<file path="src/rtl/rsci_pkg.sv">
// Shared constants and types for the ray segment / circle intersection block.
// Used by the cell modules and the top level; depends on nothing else.
package rsci_pkg;

   // Fixed-point formats
   localparam int COORD_FRAC_BITS = 20;
   localparam int DIR_FRAC        = 16;
   localparam int COORD_W         = 32;
   localparam int DIR_W           = 18;
   localparam int LEN_W           = 31;
   localparam int FRAC_W          = 17;
   localparam int NORM_W          = 18;

   // Configuration port
   localparam int CSR_ADDR_W = 4;
   localparam int CSR_DATA_W = 32;
   localparam logic [LEN_W-1:0] RADIUS_RESET = LEN_W'(1) << COORD_FRAC_BITS;

   typedef enum logic [1:0] {
      CSR_CENTER_X = 2'd0,
      CSR_CENTER_Y = 2'd1,
      CSR_RADIUS   = 2'd2
   } csr_index_type;

   // Square root chain: one root bit per cell, two radicand bits consumed per cell
   localparam int SQRT_BITS = 38;
   localparam int SQRT_DW   = 2 * SQRT_BITS;
   localparam int SQRT_RW   = SQRT_BITS + 2;

   // Divider chains: one quotient bit per cell
   localparam int QUOT_W = 17;

   // Unit normal saturation limit, Q1.16
   localparam logic [QUOT_W-1:0] NORM_ONE = QUOT_W'(65536);

endpackage

</file>
<file path="src/rtl/rsci_sqrt_cell.sv">
// One cell of the integer square root chain: resolves one root bit per stage.
// Depends on rsci_pkg.
module rsci_sqrt_cell
   import rsci_pkg::*;
(
   input  logic                 clock,
   input  logic                 adv,
   input  logic [SQRT_DW-1:0]   up_rad,
   input  logic [SQRT_RW-1:0]   up_rem,
   input  logic [SQRT_BITS-1:0] up_root,
   output logic [SQRT_DW-1:0]   dn_rad,
   output logic [SQRT_RW-1:0]   dn_rem,
   output logic [SQRT_BITS-1:0] dn_root
);

   logic [SQRT_RW+1:0]   cur;
   logic [SQRT_RW+1:0]   trial;
   logic                 fits;
   logic [SQRT_DW-1:0]   rad_in, rad_ff;
   logic [SQRT_RW-1:0]   rem_in, rem_ff;
   logic [SQRT_BITS-1:0] root_in, root_ff;

   // Bring in the next two radicand bits and try root*4+1
   always_comb begin
      cur     = {up_rem, up_rad[SQRT_DW-1 -: 2]};
      trial   = (SQRT_RW+2)'({up_root, 2'b01});
      fits    = (cur >= trial);
      rem_in  = fits ? SQRT_RW'(cur - trial) : SQRT_RW'(cur);
      root_in = {up_root[SQRT_BITS-2:0], fits};
      rad_in  = {up_rad[SQRT_DW-3:0], 2'b00};
   end

   // Hand the partial result to the next cell
   always_ff @(posedge clock) begin
      if (adv) begin
         rad_ff  <= rad_in;
         rem_ff  <= rem_in;
         root_ff <= root_in;
      end
   end

   assign dn_rad  = rad_ff;
   assign dn_rem  = rem_ff;
   assign dn_root = root_ff;

endmodule

</file>
<file path="config.mk">
export PLATFORM = sky130hd
export DESIGN_NAME = rsci_sqrt_cell
export DESIGN_NICKNAME = d
export VERILOG_FILES = /design/src/rtl/rsci_pkg.sv /design/src/rtl/rsci_sqrt_cell.sv
export SDC_FILE = /design/constraint.sdc
export NUM_CORES = 1
export LEC_CHECK = 0
export ABC_AREA = 1
export BUFFER_PORTS_ARGS = -buffer_cell sky130_fd_sc_hd__buf_4
export CAP_MARGIN = 0
export CORE_MARGIN = 4
export CORE_UTILIZATION = 39
export CTS_CLUSTER_DIAMETER = 150
export CTS_CLUSTER_SIZE = 16
export DETAILED_ROUTE_END_ITERATION = 10
export HOLD_SLACK_MARGIN = 0.15
export PLACE_DENSITY = 0.76
export RECOVER_POWER = 100
export SETUP_SLACK_MARGIN = 0.4
export SLEW_MARGIN = 20
export SYNTH_ARGS = -nofsm -noshare
export SYNTH_HDL_FRONTEND = slang
export SYNTH_SLANG_ARGS = --single-unit
</file>
<file path="constraint.sdc">
create_clock -name clock -period 4.6 [get_ports clock]
set_clock_uncertainty 0.05 [all_clocks]
set_input_delay 0.92 -clock clock [delete_from_list [all_inputs] [get_ports clock]]
set_output_delay 0.92 -clock clock [all_outputs]
set_load 0.03 [all_outputs]
</file>
After elaboration in Yosys (flattened, before gate mapping)

Cells that the tools add are included.

Input port bits: 156
Output and inout bits: 154
Logic and storage cells: 6
Flip-flop bits (word level): 152

Mux-type cells: 1
Magnitude comparators: 1
$add $sub $neg: 1

Operators with widths:

| kind                                             | number |
|---|---|
| 42-bit by 40-bit >= comparator with 1-bit output | 1 |
| 40-bit two-way mux                               | 1 |
| 40-bit subtractor                                | 1 |

Depth between registers and ports, before layout

Gate-level depths: netlist of the first run.

Depth after elaboration: 2
Gate-level depth with buffers: 17
Gate-level depth less buffers: 15

Worst setup path before layout of the first run

OpenSTA, ideal clock, no wires.

Path kind: input -> register
Start point: in up_root[17]
End point: reg rem_ff[15], in the netlist dn_rem[15], data pin
Stages on the path: 15
Path slack: 1919 ps
Required time: 4298 ps
Setup time: 252 ps
Data arrival time: 2379 ps
Buffers on the path: 2
Cell sequence: inv_1 ha_1 nand2_1 nor2_2 nand2_1 nor2_1 nand2_1 nand3_1 nand2_2 nand2_4 inv_2 buf_6 buf_8 nand2_2 nand2_1

Cells in the longest elaborated chain, start to end: 2

Ends and longest elaborated chain:

| item                                             | line                 | RTL |
|---|---|---|
| from (decl)                                      | rsci_sqrt_cell.sv:10 | `input logic [SQRT_BITS-1:0] up_root,` |
| 42-bit by 40-bit >= comparator with 1-bit output | rsci_sqrt_cell.sv:27 | `fits = (cur >= trial);` |
| 40-bit two-way mux                               | rsci_sqrt_cell.sv:28 | `rem_in = fits ? SQRT_RW'(cur - trial) : SQRT_RW'(cur);` |
| net rem_in[15]                                   | rsci_sqrt_cell.sv:20 | `logic [SQRT_RW-1:0] rem_in, rem_ff;` |
| to (signal assigned)                             | rsci_sqrt_cell.sv:37 | `rem_ff <= rem_in;` |
| to (decl)                                        | rsci_sqrt_cell.sv:20 |  |

The timed path passes the listed nets, and every way through them passes these cells.
A chain may end at the register's enable or synchronous reset.

Worst setup path in the final report of the first run

Start point: in up_root[23]
End point: reg rem_ff[31], in the netlist dn_rem[31], data pin

Cells in the longest elaborated chain, start to end: 2
Elaborated cells between the ends (all ways): 3
Classes of those cells: 1 x add/sub; 1 x order compare; 1 x mux

Ends and longest elaborated chain:

| item                                                                                  | line |
|---|---|
| 40-bit subtractor or 42-bit by 40-bit >= comparator with 1-bit output (tied branches) | rsci_sqrt_cell.sv:28, rsci_sqrt_cell.sv:27 |
| 40-bit two-way mux (*)                                                                | rsci_sqrt_cell.sv:28 |
| net rem_in[31]                                                                        | rsci_sqrt_cell.sv:20 |

Mark *: on every way through the listed nets, which the timed path passes. The rest lies on a longest branch.

==> flow_metrics.tcl, run 1 <==
set metrics [dict create \
    tns_ps 0 \
    postCtsSetupRepairBufs 0 \
    worstHoldStart "up_rad[50]" \
    critPathRequiredTime_ps 4840 \
    gp_congestion 0.914 \
    clkTransAtPathRegs_ps 70 \
    die_height_um 154 \
    hp-class "primary input to flip-flop" \
    hold_depth 1 \
    portBuffers 307 \
    detail-route-antenna-nets 0 \
    route.vias.total 7194 \
    place_hpwl_um 21100 \
    cts_inserted_buffers 17 \
    cts_tree "done" \
    firstDrtPassIters 6 \
    synthCells 959 \
    viasPerCell 4.59 \
    first_global_vias 7329 \
    setup-violations-final 0 \
    wirelength_um 26100 \
    tightest_slew_ps 2590 \
    htreeDepth 4 \
    cts.path.max_buffers 2 \
    rsz0062_at_grt "no" \
    violations "max-capacitance violations, max-slew violations" \
    diodes 0 \
    grt_usage_pct 21.3 \
    postLayoutCoreUtil_pct 51.9 \
    p_int_mw 2.75 \
    nets 1474 \
    rows 53 \
    start_util_pct 39.6 \
    min_period_ps 3710 \
    crit_type "primary input to flip-flop" \
    slew_violations 101 \
    p_clk_share_pct 34.2 \
    root_buffer "clkbuf_16" \
    numClockSinks 152 \
    dp_cells 1534 \
    sw_frac_of_total_pct 33.6 \
    ir_drop_mv 0.231 \
    drt_iter0_drc 473 \
    ctsResizeCount 0 \
    area_growth_pct 31.2 \
    drcViolationCount 0 \
    power.density_nw_per_um2 380 \
    finalCritPeriodShare_pct 80.7 \
    fp.coreArea_sq_um 21000 \
    dieWidth_um 154 \
    yosysWarnings 0 \
    cp-start-kind "primary input" \
    critPathCaptureType "flip-flop" \
    ys_ff_latch 152 \
    cts_hold_buffers 0 \
    antenna_found_initial 0 \
    arrival_ps 3950 \
    wl_per_cell_um 16.6 \
    dieArea_sq_um 23700 \
    max_freq_mhz 269 \
    crit_path_max_fanout 39 \
    syn_avg_cell_area_sq_um 8.67 \
    final-hold-violation-count 0 \
    leakage_nw 5.17 \
    yosysSeqAreaShare_pct 54.9 \
    grt_pass1_wl_um 39400 \
    maxCapViolCount 1 \
    p_seq_share_pct 41.7 \
    switchingPower_mw 1.40 \
    layout-drive-gt1-share_pct 16.0 \
    synth_area_sq_um 8320 \
    grt_overflow 0 \
    grt_max_degree 102 \
    combPwrFrac_pct 24.1 \
    instances_no_fill 1566 \
    synth_cell_types 28 \
    maxSlewHeadroom_pct -72.9 \
    num_io_pins 310 \
    holdPathEnd "dn_rad[52]" \
    status "finished, violations left" \
]
[Yosys cell counts]
master      n  area [sq um]
and2_1      1          6.26
buf_2       6          30.0
buf_4       2          15.0
a21oi_1    26           130
inv_1     156           586
nor2_2      7          43.8
a211oi_1    1          7.51
nand4_1     3          18.8
edfxtp_1  152          4560
o21ai_0    12          60.1
xor2_1     21           184
nand3_2     1          10.0
ha_1       40           500
nand2_4     1          11.3
nand3_1    44           220
nand2_1   372          1400
nand2_2    13          81.3
inv_2       3          11.3
nand3b_1    7          52.6
buf_6       1          11.3
o21bai_1    2          15.0
conb_1      1          3.75
nor2_4      1          11.3
buf_8       1          15.0
nor3_1      3          15.0
nor2_1     80           300
o21a_1      1          7.51
xnor2_1     1          8.76
[cells by family after synthesis]
group | share of synthesized area (%)
compound gates | 2.65
xor+xnor | 2.32
fa+ha+maj | 6.02
buf+inv | 8.03
flops | 54.9
other cells | 0.0451
simple gates | 26.1
[layout make-up]
cell class	count	area, sq um
repair buffers	309	1740
flip-flops and latches	152	4560
multi-input cells	639	3080
clock inverters	14	156
clock buffers	18	429
fillers	2139	10100
well taps	275	344
inverters	159	597
[placed cells by master (no fill, tap or decap), drive strengths merged, types with 7 or more instances in the layout]
cell / instances
a21oi: 26
buf: 45
clkbuf: 282
edfxtp: 152
ha: 40
inv: 167
nand2: 386
nand3: 45
nand3b: 7
nor2: 88
o21ai: 12
xor2: 21
[how the worst max path moves through the flow]
stage                     start  slack [ps]          to  cells past startpoint
global route        up_root[23]         550  dn_rem[32]                     14
finish              up_root[23]         890  dn_rem[31]                     14
global placement     up_rem[23]         960  dn_rem[25]                     13
floorplan           up_root[17]        1920  dn_rem[15]                     15
detailed placement  up_root[23]         880  dn_rem[36]                     14
CTS                 up_root[23]        1330  dn_rem[36]                     14
[registers in the layout, summed over array words and instances, names as in the netlist]
register / flops
dn_rem: 40
dn_rad: 74
dn_root: 38
[metrics by stage]
stage / instance area (sq um) / power, mW / hold slack (ps) / worst slack [ps]
6_report: 10900 / 4.15 / 640 / 888
5_1_grt: 10900 / 4.35 / 616 / 554
4_1_cts: 11500 / 4.30 / 602 / 1330
3_5_place_dp: 10900 / 2.88 / 1050 / 880
3_3_place_gp: 10900 / 2.87 / 1050 / 957
2_1_floorplan: 8320 / 2.41 / 969 / 1920
[routing by layer]
layer	global-route usage [%]	routed length, um	part of all wire, %
met1	25.6	10700	41
met2	38.7	13300	51
met3	4.45	1620	6.2
met4	5.38	502	1.9
met5	0	0	0
[power groups by stage]
| stage | sequential [mW] | combinational, mW | clock (mW) |
|---|---|---|---|
| 2_1_floorplan | 2.04 | 0.374 | 0 |
| 3_3_place_gp | 1.76 | 1.11 | 0 |
| 3_5_place_dp | 1.76 | 1.12 | 0 |
| 4_1_cts | 1.73 | 1.13 | 1.44 |
| 5_1_grt | 1.74 | 1.10 | 1.51 |
| 6_report | 1.73 | 1.00 | 1.42 |
[critical path, cell delays in order]
cell and delay, ps:
clkbuf_4 110, inv_1 40, ha_1 330, nand2_1 170, inv_1 50, nand2_1 60
nand2_1 80, a21oi_1 330, nand3_1 240, nand2_2 100, nand2_1 440, inv_2 830
nand2_1 120, nand2_1 100
(Power assumes the default switching activity.)
==> run 2, diff against run 1 <==
Clock period 4.6 ns to 3.6 ns, I/O delays scaled along.
==> flow_metrics.tcl, run 2 (same netlist as run 1, synthesis figures left out) <==
set metrics [dict create \
    status "finished, violations left" \
    violations "max-capacitance violations, max-slew violations" \
    mostFrequentLayoutCells "376 x nand2_1, 164 x clkbuf_1, 156 x inv_1" \
    nets 1477 \
    slowest_delay_ps 1150 \
    htreeDepth 4 \
    seqCellArea_sq_um 4560 \
    cts.path.max_buffers 2 \
    dieWidth_um 154 \
    cp-start-kind "primary input" \
    detail-route-antenna-nets 0 \
    dieArea_sq_um 23700 \
    leakage_nw 5.15 \
    wirelength_um 26200 \
    finalCritPeriodShare_pct 76.8 \
    grt_usage_pct 21.4 \
    diodes 0 \
    area_growth_pct 31.0 \
    critPathCaptureType "flip-flop" \
    drcViolationCount 0 \
    grt_overflow 0 \
    postLayoutCoreUtil_pct 51.8 \
    critPathRequiredTime_ps 3600 \
    cts_tree "done" \
    postCtsSetupRepairBufs 0 \
    clkTransAtPathRegs_ps 70 \
    maxCapViolCount 1 \
    num_io_pins 310 \
    multiInputGateArea_sq_um 3080 \
    firstDrtPassIters 5 \
    drt_iter0_drc 435 \
    final_common_cell "nand2_1" \
    cts_hold_buffers 0 \
    hp-class "primary input to flip-flop" \
    hold_depth 1 \
    antenna_found_initial 0 \
    fill_cells 2136 \
    worstHoldStart "up_rad[42]" \
    first_global_vias 7445 \
    grt_pass1_wl_um 39700 \
    maxSlewHeadroom_pct -11.9 \
    crit_top_cell "clkbuf_2" \
    final-hold-violation-count 0 \
    die_height_um 154 \
    layout-drive-gt1-share_pct 15.6 \
    cts_inserted_buffers 17 \
    critPathBufInv 2 \
    gp_congestion 0.954 \
    viasPerCell 4.65 \
    place_hpwl_um 21200 \
    arrival_ps 2770 \
    setup-violations-final 0 \
    wl_per_cell_um 16.7 \
    ctsResizeCount 0 \
    portBuffers 307 \
    ir_drop_mv 0.295 \
    timing.hold.ws_ps 441 \
    rsz0062_at_grt "no" \
    numClockSinks 152 \
    root_buffer "clkbuf_16" \
    tightest_slew_ps 1680 \
    slew_violations 64 \
    route.vias.total 7295 \
    crit_chain "clkbuf_2 -> clkbuf_2" \
    holdPathEnd "dn_rad[44]" \
    fp.coreArea_sq_um 21000 \
    tns_ps 0 \
    crit_path_max_fanout 64 \
    min_period_ps 2760 \
    max_freq_mhz 362 \
    power.density_nw_per_um2 479 \
    rows 53 \
    largest_reg_flops 74 \
    grt_max_degree 65 \
    crit_type "primary input to flip-flop" \
    crit_path_top_delay_cell "clkbuf_2" \
    critPathTopFamily "buffers and inverters" \
    start_util_pct 39.6 \
]
## run 2: cell types whose count changed in the layout (fill, tap and decap cells not counted), sizes merged
cell	before	now
inv	167	166
bufinv	1	0
clkinv	3	4
clkinvlp	2	3
clkbuf	282	283
buf	45	47
## run 2: final cells by class
class	instances	area share (%)
clock inverter	14	1.21
timing repair buffer	312	16.1
multi-input combinational	639	28.3
inverter	159	5.48
sequential	152	41.9
tap	275	3.16
clock buffer	18	3.94
## run 2: power breakdown
part | switching, mW | internal (mW)
sequential | 0.0481 | 2.16
combinational | 0.912 | 0.370
clock | 0.813 | 0.912
## run 2: worst max-delay path by stage
stage	from	slack [ps]	end	cells after the start
global placement	up_rem[18]	440	dn_rem[5]	14
global route	up_root[18]	630	dn_rem[7]	15
finish	adv	840	dn_rad[50]	2
floorplan	up_root[17]	1120	dn_rem[15]	15
detailed placement	up_rem[18]	470	dn_rem[5]	14
CTS	up_rem[18]	900	dn_rem[5]	14
## run 2: metal layers
layer / GRT usage (%) / routed length [um] / vias to the layer above
li1: - / - / 3682
met1: 25.4 / 10700 / 3340
met2: 39.1 / 13400 / 241
met3: 4.50 / 1650 / 32
met4: 5.89 / 470 / 0
met5: 0 / 0 / -
## run 2: per-stage QoR
stage                     setup slack [ps]  instances  area [sq um]  power [mW]
after global placement                 443       1537         11000        3.67
after global routing                   631       1569         10900        5.48
after floorplan                       1120        960          8320        3.08
final                                  835       1569         10900        5.22
after detailed placement               474       1537         11000        3.69
after CTS                              898       1569         11500        5.43
==> run 3, diff against run 2 <==
Clock period 3.6 ns to 2.7 ns, I/O delays scaled along.
==> flow_metrics.tcl, run 3 (same netlist as run 1, synthesis figures left out) <==
set metrics [dict create \
    final-hold-violation-count 0 \
    min_period_ps 2350 \
    cp-start-kind "primary input" \
    die_height_um 154 \
    status "finished, final reports clean" \
    root_buffer "clkbuf_16" \
    p_clk_share_pct 34.0 \
    critPathBufInv 2 \
    num_io_pins 310 \
    finalCritPeriodShare_pct 87.1 \
    tightest_slew_ps 1100 \
    grt_usage_pct 21.6 \
    fp.coreArea_sq_um 21000 \
    route.vias.total 7403 \
    final_common_cell "nand2_1" \
    grt_max_degree 46 \
    viasPerCell 4.64 \
    clkTransAtPathRegs_ps 70 \
    wl_per_cell_um 16.5 \
    numClockSinks 152 \
    tns_ps 0 \
    drt_iter0_drc 443 \
    critPathRequiredTime_ps 2690 \
    postLayoutCoreUtil_pct 53.3 \
    crit_type "primary input to flip-flop" \
    cts_tree "done" \
    maxCapViolCount 0 \
    wirelength_um 26400 \
    max_freq_mhz 425 \
    timing.hold.ws_ps 255 \
    critPathCaptureType "flip-flop" \
    p_seq_share_pct 41.2 \
    maxSlewHeadroom_pct 27.0 \
    gp_congestion 0.916 \
    slowest_delay_ps 960 \
    ir_drop_mv 0.371 \
    sw_frac_of_total_pct 33.8 \
    switchingPower_mw 2.42 \
    power_mw 7.15 \
    cts_inserted_buffers 17 \
    dieWidth_um 154 \
    hp-class "primary input to flip-flop" \
    largest_reg_flops 74 \
    portBuffers 307 \
    slew_violations 0 \
    setup-violations-final 0 \
    htreeDepth 4 \
    start_util_pct 39.6 \
    drcViolationCount 0 \
    antenna_found_initial 2 \
    layout-drive-gt1-share_pct 18.2 \
    rsz0062_at_grt "yes" \
    rows 53 \
    critPathTopFamily "buffers and inverters" \
    grt_pass1_wl_um 40300 \
    post-route-worst-setup-slack_ps 348 \
    arrival_ps 2340 \
    detail-route-antenna-nets 0 \
    crit_path_top_delay_cell "clkbuf_2" \
    area_growth_pct 34.7 \
    firstDrtPassIters 5 \
    crit_path_max_fanout 45 \
    combPwrFrac_pct 24.8 \
    mostFrequentLayoutCells "373 x nand2_1, 164 x clkbuf_1, 156 x inv_1" \
    nets 1501 \
    grt_overflow 0 \
    crit_chain "clkbuf_2 -> clkbuf_2" \
    leakage_nw 5.29 \
    crit_top_cell "clkbuf_2" \
    place_hpwl_um 21400 \
    cts.path.max_buffers 2 \
    dieArea_sq_um 23700 \
    pre_cts_ws_ps 23.8 \
    first_global_vias 7587 \
    p_int_mw 4.73 \
    power.density_nw_per_um2 638 \
]
==> run 3: cell count changes in the layout (fill, tap and decap cells not counted), moves of 3 or more <==
cell / before / now
nor2_4: 1 / 6
nor2_1: 80 / 75
ha_1: 40 / 35
nand2_1: 376 / 373
ha_4: 0 / 4
nand2_2: 9 / 12
buf_4: 45 / 66
==> run 3: layout make-up <==
cell class                      instances  area, sq um
Antenna cell                            2         5.00
Clock buffer                           17          425
Clock inverter                         14          159
Fill cell                            2096         9820
Inverter                              159          597
Multi-Input combinational cell        639         3190
Sequential cell                       152         4560
Tap cell                              275          344
Timing Repair Buffer                  336         1920
==> run 3: worst paths after layout <==
path | start | end | slack, ps | depth (start not counted)
hold / removal | up_rad[4] | dn_rad[6] | 260 | 1
setup / recovery | adv | dn_root[3] | 350 | 2
==> run 3: per-stage QoR <==
step                      instance area (sq um)  std cells
after global placement                    11200       1560
after CTS                                 11700       1591
after global routing                      11200       1594
final                                     11200       1594
after detailed placement                  11200       1560
after floorplan                            8320        960
==> run 3: repair_timing <==
action / in CTS / in global routing
hold buffers: 0 / 0
resized for setup: 0 / 24
setup endpoints to repair: 0 / 40
buffers inserted: 0 / 1
==> run 3: metal layers <==
layer | GRT usage (%) | wire length, um | vias up
li1 | - | - | 3738
met1 | 26.5 | 10800 | 3373
met2 | 38.7 | 13500 | 267
met4 | 5.76 | 426 | 0
met3 | 4.42 | 1720 | 25
met5 | 0 | 0 | -
==> run 3: power groups by stage <==
| stage | Sequential, mW | Clock, mW | Combinational [mW] |
|---|---|---|---|
| 2_1_floorplan | 3.48 | 0 | 0.638 |
| 3_3_place_gp | 3.00 | 0 | 1.93 |
| 3_5_place_dp | 3.00 | 0 | 1.96 |
| 4_1_cts | 2.96 | 2.48 | 1.96 |
| 5_1_grt | 2.97 | 2.59 | 1.94 |
| 6_report | 2.95 | 2.43 | 1.77 |
