==> src/rtl/rsci_pkg.sv <==
// Shared constants and types for the ray segment / circle intersection block.
// Used by the cell modules and the top level; depends on nothing else.
package rsci_pkg;

   // Fixed-point formats
   localparam int COORD_FRAC_BITS = 20;
   localparam int DIR_FRAC        = 16;
   localparam int COORD_W         = 32;
   localparam int DIR_W           = 18;
   localparam int LEN_W           = 31;
   localparam int FRAC_W          = 17;
   localparam int NORM_W          = 18;

   // Configuration port
   localparam int CSR_ADDR_W = 4;
   localparam int CSR_DATA_W = 32;
   localparam logic [LEN_W-1:0] RADIUS_RESET = LEN_W'(1) << COORD_FRAC_BITS;

   typedef enum logic [1:0] {
      CSR_CENTER_X = 2'd0,
      CSR_CENTER_Y = 2'd1,
      CSR_RADIUS   = 2'd2
   } csr_index_type;

   // Square root chain: one root bit per cell, two radicand bits consumed per cell
   localparam int SQRT_BITS = 38;
   localparam int SQRT_DW   = 2 * SQRT_BITS;
   localparam int SQRT_RW   = SQRT_BITS + 2;

   // Divider chains: one quotient bit per cell
   localparam int QUOT_W = 17;

   // Unit normal saturation limit, Q1.16
   localparam logic [QUOT_W-1:0] NORM_ONE = QUOT_W'(65536);

endpackage

==> src/rtl/rsci_div_cell.sv <==
// One cell of a restoring divider chain: resolves one quotient bit per stage.
// Depends on rsci_pkg.
module rsci_div_cell
   import rsci_pkg::*;
#(
   parameter int DEN_W = LEN_W,
   parameter int QW    = QUOT_W
)
(
   input  logic             clock,
   input  logic             adv,
   input  logic [DEN_W-1:0] up_den,
   input  logic [DEN_W-1:0] up_rem,
   input  logic [QW-1:0]    up_num,
   input  logic [QW-1:0]    up_quo,
   output logic [DEN_W-1:0] dn_den,
   output logic [DEN_W-1:0] dn_rem,
   output logic [QW-1:0]    dn_num,
   output logic [QW-1:0]    dn_quo
);

   logic [DEN_W:0]   trial;
   logic             fits;
   logic [DEN_W-1:0] den_ff;
   logic [DEN_W-1:0] rem_in, rem_ff;
   logic [QW-1:0]    num_in, num_ff;
   logic [QW-1:0]    quo_in, quo_ff;

   // Shift in the next numerator bit and subtract the divisor when it fits
   always_comb begin
      trial  = {up_rem, up_num[QW-1]};
      fits   = (trial >= {1'b0, up_den});
      rem_in = fits ? DEN_W'(trial - {1'b0, up_den}) : DEN_W'(trial);
      num_in = {up_num[QW-2:0], 1'b0};
      quo_in = {up_quo[QW-2:0], fits};
   end

   // Advance to the next cell
   always_ff @(posedge clock) begin
      if (adv) begin
         den_ff <= up_den;
         rem_ff <= rem_in;
         num_ff <= num_in;
         quo_ff <= quo_in;
      end
   end

   assign dn_den = den_ff;
   assign dn_rem = rem_ff;
   assign dn_num = num_ff;
   assign dn_quo = quo_ff;

endmodule

==> config.mk <==
export PLATFORM = sky130hd
export DESIGN_NAME = rsci_div_cell
export DESIGN_NICKNAME = d
export VERILOG_FILES = /design/src/rtl/rsci_pkg.sv /design/src/rtl/rsci_div_cell.sv
export SDC_FILE = /design/constraint.sdc
export NUM_CORES = 1
export LEC_CHECK = 0
export ABC_AREA = 1
export BUFFER_PORTS_ARGS = -buffer_cell sky130_fd_sc_hd__buf_2
export CAP_MARGIN = 20
export CORE_AREA = 3 3 111 113
export DETAILED_ROUTE_END_ITERATION = 6
export DIE_AREA = 0 0 114 116
export PLACE_DENSITY_LB_ADDON = 0.3
export RECOVER_POWER = 25
export REMOVE_ABC_BUFFERS = 1
export SLEW_MARGIN = 0
export SYNTH_ARGS = -nofsm -noshare
export SYNTH_HDL_FRONTEND = slang
export SYNTH_SLANG_ARGS = --single-unit
==> constraint.sdc <==
create_clock -name clock -period 2.9 [get_ports clock]
set_clock_uncertainty 0.05 [all_clocks]
set_input_delay 0.145 -clock clock [delete_from_list [all_inputs] [get_ports clock]]
set_output_delay 0.145 -clock clock [all_outputs]
set_load 0.02 [all_outputs]
### Yosys cells after proc, flatten, opt, wreduce, memory -nomap -nowiden

Cells that the tools add are included.

| storage, ports and cells | value |
|---|---|
| register bits after elaboration | 95 |
| input port bits | 98 |
| output and inout port bits | 96 |
| logic and storage cells | 7 |

| operators by class | value |
|---|---|
| add/subtract/negate cells | 1 |
| $lt $le $gt $ge | 1 |
| mux-type cells | 1 |

Operator list:

| kind | count |
|---|---|
| 32-bit by 31-bit >= comparator with 1-bit output | 1 |
| 31-bit 2-to-1 mux | 1 |
| 31-bit subtractor | 1 |

### Longest topological paths before layout

Gate-level depths: netlist (run 1).

| depth | value |
|---|---|
| word-level depth | 2 |
| mapped depth | 17 |
| depth with buffers taken out | 15 |

### Worst setup path after synthesis (run 1)

Ideal clock, no wire load.

| path | value |
|---|---|
| path type | input to register |
| start | input up_num[16] |
| end | register rem_ff[10] (netlist: dn_rem[10]), data pin |
| library setup time | 0.252 ns |
| data arrival time | 1.774 ns |
| required time | 2.598 ns |
| slack | 0.823 ns |
| stages on the path | 17 |
| path buffers | 2 |
| path through | inv_1 -> ha_1 -> fa_1 -> inv_1 -> nand2_1 -> nand2_1 -> nand3_1 -> nand2_2 -> nand2_1 -> nand3_1 -> nand2_1 -> nand2_4 -> inv_2 -> buf_6 -> buf_6 -> nand2_1 -> nand2_1 |

| between the ends | value |
|---|---|
| longest elaborated chain between the ends | 2 |
| elaborated cells on any way between the ends | 3 |
| those cells by class | 1 x add/sub; 1 x order compare; 1 x mux |

Ends and longest elaborated chain:

| item | line | text |
|---|---|---|
| start: declaration | rsci_div_cell.sv:14 | `input logic [QW-1:0] up_num,` |
| 31-bit subtractor / 32-bit by 31-bit >= comparator with 1-bit output (equally long branches) | rsci_div_cell.sv:33, rsci_div_cell.sv:32 |  |
| 31-bit 2-to-1 mux (*) | rsci_div_cell.sv:33 | `rem_in = fits ? DEN_W'(trial - {1'b0, up_den}) : DEN_W'(trial);` |
| net rem_in[10] | rsci_div_cell.sv:25 | `logic [DEN_W-1:0] rem_in, rem_ff;` |
| end signal: assignment | rsci_div_cell.sv:42 | `rem_ff <= rem_in;` |
| end: declaration | rsci_div_cell.sv:25 |  |

The timed path passes the listed nets; every way through them passes the cells marked *.
A chain may end at the register's enable or synchronous reset.

### Final worst setup path (run 1)

| path | value |
|---|---|
| start | input up_den[0] |
| end | register rem_ff[22] (netlist: dn_rem[22]), data pin |

| between the ends | value |
|---|---|
| longest elaborated chain between the ends | 2 |
| elaborated cells on any way between the ends | 3 |
| those cells by class | 1 x add/sub; 1 x order compare; 1 x mux |

Ends and longest elaborated chain:

| item | line | text |
|---|---|---|
| start: declaration | rsci_div_cell.sv:12 | `input logic [DEN_W-1:0] up_den,` |
| 31-bit subtractor / 32-bit by 31-bit >= comparator with 1-bit output (equally long branches) | rsci_div_cell.sv:33, rsci_div_cell.sv:32 |  |
| 31-bit 2-to-1 mux (*) | rsci_div_cell.sv:33 |  |
| net rem_in[22] | rsci_div_cell.sv:25 |  |

Marks and branches as above.

==> impl.org, run 1 <==
** Status
- The run finished, with violations left.
- The final reports fail on capacitance limit, slew limit.

** Timing
- Count of endpoints failing hold in the final timing report :: 0
- Number of pins with negative max-slew slack in the final report :: 64
- Setup violations remaining at the end of the flow were counted as 0.
- Share of the clock period used by the worst path after layout :: 91.5%
- The worst pin sits at a relative slew slack of -4.61%.
- At the pin with the least slew margin, the transition time is 1570 ps.
- For the final routed database, the setup TNS stands at 0 ps.
- Unrepaired setup endpoints after global routing :: no
- Across all hold checks on the routed design, the worst slack comes to 26.9 ps.
- For this run, the top clock speed supported by timing is 377 MHz.
- Final critical delay including setup and external delays :: 2650 ps

** Yosys
- Synthesis instantiated 29 different standard cells from the library.
- Post-synth EDFFs :: 95
- Averaged over all synthesized cells, the footprint is 7.96 um^2.
- Yosys attributes the largest share of cell area to edfxtp_1, nand2_1, inv_1.
- Number of cells produced by synthesis :: 726
- Dominant cell by count in the synthesized netlist :: nand2_1
- Synthesis-stage register bit count :: 95
- Prevailing post-synth register cell :: edfxtp_1
- For this run, asynchronously set or reset flops after synthesis account for 0%.
- Share of synthesized area occupied by flip-flops and latches :: 49.4%
- The cell area that synthesis handed to floorplanning was 5780 um^2.
- During synthesis, Yosys emitted a total of 0 warnings.
- Share of the synthesized area in the top cell type :: 49.4%
- The largest total area in the synthesized netlist belongs to edfxtp_1.
- Top cells by instance count after synthesis :: nand2_1, inv_1, edfxtp_1, nand3_1, nor2_1

** Global route
- The number of antenna violations at the first check in global routing is 0.
- Entering global routing, the biggest net connects 65 pins.
- Vias in the first global route :: 5154
- For this run the aggregate overflow at the end of global routing stands at 0.
- Tot GR Track Use :: 24.2%
- The first global-routing pass estimated 24800 um of wire.

** Detailed routing
- Count of nets left with antenna violations after detail routing :: 0
- The routed design has 15800 um of wire.
- DRT iter0 DRCs :: 313
- In the final routing, the length of wire on met1 measures 6880 um.
- Metal3 WL :: 1030 um
- After detailed routing, no signal wire sits above met4.
- For this block, the via count after detailed routing is 5339.
- The routed design uses 7750 um of met2 wire.
- Using the TritonRoute via totals, the vias-per-cell ratio works out to 4.71.
- First-pass DRT Iterations :: 4
- For this run, design rule violations remaining after detail routing come to 0.
- Drt wl/cell :: 14.0 um

** Final layout
- Counting the fill cells in the layout gives 997.
- Layout Area Growth over Synthesis :: 34.7%
- In the final layout, the share of cells above drive strength 1 is 19.7%.
- End-of-flow core utilization :: 68.1%
- The repair_antennas step left the layout with diodes totalling 0.
- Final net count :: 1116

** Floorplanning
- Total number of placement rows :: 39
- Core Footprint :: 11400 um^2
- Die Span Y :: 116 um
- The initial utilization of the core area, before any placement, comes to 50.6%.
- Width of the die :: 114 um
- Pin placement for this block handled 194 I/O pins.
- The die covers 13200 um^2.

** CTS
- In this run the number of H-tree levels came out at 3.
- Number of buffers inserted during clock tree synthesis :: 9
- Clock-pin slew was measured on the worst setup and hold paths at 70 ps.
- Clock sinks :: 95
- TritonCTS built the clock tree.
- The clock passes through at most 2 buffers.
- Root cell of the clock tree :: clkbuf_16
- Setup Buffers After CTS :: 0

** Power
- Highest ir drop seen on vdd :: 0.000425 V
- Power density normalized to cell area :: 512 nW/um^2
- Total power :: 3990 uW
- Cell leakage power :: 0.00414 uW

** Critical path
- STA puts the critical path data arrival time at 2710 ps.
- Startpoint types :: input port
- The worst setup path is of the in -> reg kind.
- Maximum fanout along the worst path :: 29
- At the worst endpoint, the required time is 2950 ps.
- CP endpoint kind :: flop

** Place
- Post-detailed-placement half-perimeter wirelength :: 11800 um
- Count of input and output buffers :: 191
- The congestion estimate from routability-driven global placement came to 0.882.

** Worst hold path
- The min-delay analysis places its worst path in the category in -> reg.
- The worst hold path passes through 3 cells.
- The path with the worst hold slack has its endpoint at dn_rem[5].
- The worst hold path begins at up_rem[4].

** Flow run
- Number of maximum-capacitance constraint violations :: 1
[kinds of logic (layout without fill, tap and decap cells)]
family	count (synthesis)	in the layout	share of synthesized area, %
buf+inv	162	426	10.9
other cells	1	1	0.0649
fa+ha+maj	32	32	7.06
simple gates	399	399	28.2
flops	95	95	49.4
compound gates	23	23	2.19
xor+xnor	14	14	2.12
[stage by stage]
stage,setup slack [ps],std cells,cell area (um^2)
2_1_floorplan,718,719,5730
3_5_place_dp,319,1055,6890
5_1_grt,33.0,1133,7780
4_1_cts,130,1133,7810
3_3_place_gp,386,1055,6890
6_report,246,1133,7780
[state kept, by name, summed over array words and instances (netlist names)]
name / count
dn_den: 31
dn_rem: 31
dn_num: 16
dn_quo: 17
[final cells by class]
cell class              instances  area [um^2]  area share (%)
clock buffers                  10          229            2.94
repair buffers                256         1590            20.4
flip-flops and latches         95         2850            36.7
inverters                     155          584            7.51
well taps                     143          179            2.30
clock inverters                 5         57.6           0.740
multi-input cells             469         2290            29.4
[where the power goes]
group	switching [uW]	internal, uW
combinational	693	391
sequential	36.4	1690
clock	512	667
total	1240	2740
[how the worst max path moves through the flow]
| stage | startpoint | to | slack (ps) |
|---|---|---|---|
| finish | up_den[0] | dn_rem[22] | 250 |
| global route | up_den[0] | dn_rem[29] | 30 |
| CTS | up_den[0] | dn_rem[22] | 130 |
| detailed placement | up_den[0] | dn_rem[30] | 320 |
| global placement | up_den[0] | dn_rem[21] | 390 |
| floorplan | up_num[16] | dn_rem[27] | 720 |
[routing by layer]
metal	vias to the layer above	track usage [%]
met5	-	0
met4	0	6.02
met3	12	4.33
met2	175	43.3
met1	2387	30.3
li1	2765	-
[timing repair]
item / in CTS / in global routing
setup endpoints to repair: 0 / 30
resized for setup: 0 / 3
hold buffers: 63 / 0
endpoints found under the hold margin: 63 / 0
[cell usage in the layout, fill, tap and decap left out, drive strengths merged]
cell type    Yosys  routed
nor2            42      42
a21oi           17      17
buf              7     168
o21bai           3       3
nor3             4       4
nand3b           3       3
o21ai            3       3
and3             1       1
or2              3       3
inv            155     157
conb             1       1
xnor2            1       1
clkinv           0       2
fa               1       1
dlygate4sd3      0      63
bufinv           0       1
edfxtp          95      95
xor2            13      13
and2             1       1
nand3           43      43
nand2          295     295
clkbuf           0      35
ha              31      31
nand4            7       7
[worst max-delay path, stage by stage]
cell,delay (ps)
dlygate4sd3_1,530
clkbuf_1,110
ha_1,220
fa_1,370
inv_1,140
nand2_1,80
nand2_1,90
nand3_1,90
nand2_2,110
nand2_1,70
nand3_1,70
nand2_1,80
nand2_4,210
inv_4,190
nand2_1,110
nand2_1,70
Note: power is estimated with default switching activity, not from simulation.
==> inputs of run 2 (changes only) <==
CORE_AREA = 3 3 107 109   (was 3 3 111 113)
DIE_AREA = 0 0 110 112   (was 0 0 114 116)
clock period = 3.45 ns   (was 2.9 ns; I/O delays follow)
==> impl.org, run 2 (synthesis gave the netlist of run 1 again) <==
** Final layout
- Compared with the post-synthesis result, the final layout area differs by 33.3%.
- Once layout is complete, the utilization of the core stands at 72.0%.
- The top cell types in the final layout, fill and taps aside, are nand2_1, buf_2, inv_1, edfxtp_1, dlygate4sd3_1.
- The finished cells cover 7700 um^2.
- Most common library cell in the layout ignoring fill and taps :: nand2_1
- At the end of the flow, the number of nets in the layout was 1117.
- The layout has 883 filler cells.
- Cells with a size suffix above 1 make up 19.9% of the layout.

** Timing
- Setup violations remaining at the end of the flow were counted as 0.
- The worst pin sits at a relative slew slack of -88.7%.
- Unrepaired setup endpoints after global routing :: no
- Of the available clock period, the critical path in the final layout requires 80.9%.
- Final critical delay including setup and external delays :: 2790 ps
- At the pin with the least slew margin, the transition time is 2830 ps.
- Number of pins with negative max-slew slack in the final report :: 53
- For the final routed database, the setup TNS stands at 0 ps.
- The number of hold violations in the final report is 0.
- Static timing analysis puts the maximum clock frequency at 358 MHz.
- In the post-route analysis, the smallest setup slack over all paths is 661 ps.

** Status
- The flow ran to the end, but the final reports show violations.
- The final reports fail on capacitance limit, slew limit.

** Global route
- Initial antenna violation count :: 1
- After global routing the overflow that remains totals 0.
- The first global-routing pass estimated 24300 um of wire.
- Across every metal layer, demand over resource in global routing totals 25.5%.
- Vias in the first global route :: 5211
- Entering global routing, the biggest net connects 53 pins.

** Detailed routing
- Final wirelength :: 15200 um
- DRT iter0 DRCs :: 291
- Vias/cell :: 4.68
- Drt wl/cell :: 13.4 um
- First-pass DRT Iterations :: 5
- In the routed design, unresolved DRC markers number 0.
- Via count of the routed design :: 5307
- In this run the remaining antenna-violating nets after routing total 0.

** Floorplanning
- For this configuration, the core starts out at a cell density of 54.0%.
- Number of top-level design ports :: 194
- In this run the horizontal extent of the chip is 110 um.
- Row generation in the floorplan step produced 38 rows.
- Die Outline Area :: 12300 um^2
- Die Span Y :: 112 um
- In this run the standard cell core region covers 10700 um^2.

** CTS
- Clock sinks :: 95
- H-tree Lvls :: 3
- Counting the buffers created by CTS gives 9.
- Hold-fix buffer count after cts :: 63
- Max clock buf depth :: 2
- In this run the post-CTS setup repair buffer count came out at 0.
- In this run the clock root is driven by a clkbuf_8.
- TritonCTS built the clock tree.
- Clock-pin transition on the worst setup and hold timing paths :: 100 ps
- The number of gates resized after CTS was 0.

** Critical path
- The worst setup path is captured at a flop.
- Standard cell with the maximum stage delay on the critical path :: clkbuf_1
- Worst path arrival time :: 2790 ps
- Worst path top cell family by delay :: buffers and inverters
- The critical path runs through a total of 2 cells.
- Delay of the slowest cell on the worst path :: 1960 ps
- The worst setup path is launched from an input port.
- The critical path is of the in -> reg type.
- Worst EP required :: 3450 ps
- In this run the worst path has a maximum fanout of 52.
- Counting both buffers and inverters, the worst setup path holds a total of 2.
- The signal on the critical path passes through clkbuf_1 > buf_4.

** Power
- Highest ir drop seen on vdd :: 0.000281 V
- The analysis attributes to cell leakage a power of 0.00410 uW.
- Power density normalized to cell area :: 413 nW/um^2

** Place
- Summed over all nets, the half-perimeter wirelength after detailed placement is 11500 um.
- Routability Congestion :: 0.903
- Worst setup slack after placement :: 861 ps
- The count of buffers added on input and output ports is 191.
- In this run the cell area measured after placement is 6880 um^2.

** Flow run
- Number of maximum-capacitance constraint violations :: 1

** Worst hold path
- Counting instances, the worst hold path has a depth of 3.
- Class of the tightest hold or removal check :: in -> reg
-- run 2: final cells by class --
class / count / area, um^2 / area share, %
sequential: 95 / 2850 / 37.1
multi-input combinational: 469 / 2290 / 29.8
timing repair buffer: 257 / 1580 / 20.5
inverter: 155 / 582 / 7.56
tap: 140 / 175 / 2.28
clock buffer: 10 / 128 / 1.66
clock inverter: 6 / 90.1 / 1.17
antenna: 1 / 2.50 / 0.0325
-- run 2: stage by stage --
step                instances  hold slack [ps]  power (uW)
floorplan                 719              221        2010
global placement         1053              298        2300
detailed placement       1053              301        2320
CTS                      1132             6.27        3180
global route             1133             18.1        3350
finish                   1133             17.7        3180
-- run 2: path summary, 6_finish.rpt --
path / startpoint / to / slack (ps)
setup / recovery: adv / dn_rem[8] / 660
hold / removal: up_rem[8] / dn_rem[9] / 20
-- run 2: report_power, final --
part	switching (uW)	internal, uW	total (uW)
clock	420	413	832
combinational	577	327	904
sequential	28.0	1420	1440
-- run 2: per-layer routing --
layer	GRT usage [%]	share of wire, %
met5	0	0
met4	7.98	2.0
met3	4.64	6.2
met2	43.5	48
met1	32.6	44
==> inputs of run 3 (changes only) <==
CORE_AREA = 3 3 111 113   (was 3 3 107 109)
DIE_AREA = 0 0 114 116   (was 0 0 110 112)
clock period = 2.7 ns   (was 3.45 ns; I/O delays follow)
==> impl.org, run 3 (synthesis gave the netlist of run 1 again) <==
** Floorplanning
- In this run the count of I/O pins placed on the die edge is 194.
- Once the floorplan was initialized, standard cells occupied 50.6% of the core.
- The core region is 11400 um^2.
- Die Outline Area :: 13200 um^2
- The initialized floorplan defines 39 standard-cell rows.
- Width of the die :: 114 um
- The die is 116 um tall.

** Global route
- Global routing met3 resource utilization :: 4.18%
- Summed over all layers, the global routing overflow is 0.
- Met1 global-route usage :: 29.1%
- The first global-routing pass estimated 24300 um of wire.
- Vias in the first global route :: 5129
- Grt peak-use layer :: met2
- For this run, global-route usage on met2 was measured as 42.5%.
- Initial antenna violation count :: 0
- For this run, the total global-route usage over all layers was measured as 23.5%.
- Entering global routing, the biggest net connects 51 pins.

** Power
- Total power :: 4290 uW
- VDD sags by at most 0.000428 V.
- The analysis attributes to cell leakage a power of 0.00416 uW.
- Power density normalized to cell area :: 549 nW/um^2

** Final layout
- Final net count :: 1118
- The library cell used most frequently in the layout, excluding fill and tap cells, is nand2_1.
- In the layout the commonest cells are nand2_1, buf_2, inv_1, edfxtp_1, dlygate4sd3_1.
- The post-route netlist has 20.6% of its cells at a drive strength greater than 1.
- From synthesis to final layout, the design area changed by 35.3%.
- Diodes inserted :: 0

** CTS
- Root cell of the clock tree :: clkbuf_16
- Setup Buffers After CTS :: 0
- TritonCTS built the clock tree.
- After clock tree synthesis, the clock-pin slew on the worst setup and hold paths is 70 ps.
- Max clock buf depth :: 2
- In this run the number of H-tree levels came out at 3.
- For this design, the sink count on the clock tree is 95.
- Counting the buffers created by CTS gives 9.

** Detailed routing
- Count of nets left with antenna violations after detail routing :: 0
- Via count of the routed design :: 5345
- After the first detailed-routing iteration, the DRC count stood at 291.
- DRC :: 0
- After detailed routing, the number of vias per cell comes to 4.71.
- In the final routed layout, each cell accounts on average for 13.8 um.
- First-pass DRT Iterations :: 5
- After detailed routing, the total wire length is 15700 um.

** Critical path
- Worst path top cell family by delay :: buffers and inverters
- Worst EP required :: 2860 ps
- CP Class :: in -> reg
- In this design, the stage delay of the slowest critical-path cell is 530 ps.
- CP endpoint kind :: flop
- Worst path arrival time :: 2630 ps
- STA classifies the critical path startpoint as an input port.
- Traced cell by cell, the critical path runs through dlygate4sd3_1 > clkbuf_1 > ha_1 > fa_1 > inv_1 > nand2_1 > nand2_1 > nand3_1 > nand2_2 > nand2_1 > nand3_1 > nand2_1 > nand2_4 > buf_4 > nand3_1 > nand2_1.
- Combined buffer and inverter count along the critical path :: 4
- In this design, the critical path's most frequently occurring cell is nand2_1.
- Standard cell with the maximum stage delay on the critical path :: dlygate4sd3_1
- Maximum fanout along the worst path :: 12

** Timing
- Fmax :: 405 MHz
- Setup TNS :: 0 ps
- Share of the clock period used by the worst path after layout :: 91.4%
- Final critical delay including setup and external delays :: 2470 ps
- Final number of setup-violating endpoints :: 0
- Worst Max-Slew Pin Slew :: 1260 ps
- Number of pins with negative max-slew slack in the final report :: 0
- The number of hold violations in the final report is 0.
- Unrepaired setup endpoints after global routing :: no
- The worst pin sits at a relative slew slack of 16.1%.

** Place
- Input and output buffers added on the ports amount to 191.
- Post-detailed-placement half-perimeter wirelength :: 11700 um
- Routability Congestion :: 0.867

** Worst hold path
- Class of the tightest hold or removal check :: in -> reg

** Flow run
- Number of maximum-capacitance constraint violations :: 0

** Status
- Result of the run :: completed
-- run 3: tightest hold or removal path, cell delays in order --
cell	delay (ps)
buf_2	90
nand2_1	50
nand2_1	40
-- run 3: report_power, final --
| group | total [uW] | internal (uW) | switching, uW |
|---|---|---|---|
| Combinational | 1170 | 425 | 742 |
| Clock | 1270 | 718 | 556 |
| Sequential | 1850 | 1810 | 36.9 |
| Total | 4290 | 2950 | 1340 |
-- run 3: area by class of cell --
| type | instances | area [um^2] |
|---|---|---|
| Clock buffer | 9 | 225 |
| Clock inverter | 7 | 70.1 |
| Fill cell | 966 | 3600 |
| Inverter | 155 | 584 |
| Multi-Input combinational cell | 469 | 2290 |
| Sequential cell | 95 | 2850 |
| Tap cell | 143 | 179 |
| Timing Repair Buffer | 258 | 1610 |
-- run 3: final timing paths --
check	from	end	slack (ps)	cells past startpoint
max	up_den[0]	dn_rem[21]	230	16
min	up_rem[2]	dn_rem[3]	20	3
-- run 3: repair_timing --
item,in CTS,in global routing
endpoints found under the hold margin,63,0
hold buffers,63,0
setup endpoints to repair,0,31
resized for setup,0,3
-- run 3: layer usage --
layer	wire length, um	share of wire, %
met1	6560	42
met2	7850	50
met3	1110	7.1
met4	178	1.1
met5	0	0
-- run 3: metrics by stage --
stage / setup slack (ps) / area [um^2] / hold slack, ps / instances / utilization (%)
floorplan: 528 / 5730 / 184 / 719 / -
global placement: 385 / 6910 / 261 / 1057 / 60.5
detailed placement: 308 / 6910 / 264 / 1057 / 60.5
CTS: 117 / 7830 / 7.23 / 1136 / 68.6
global route: 46.3 / 7810 / 28.0 / 1136 / 68.4
finish: 234 / 7810 / 17.2 / 1136 / 68.4
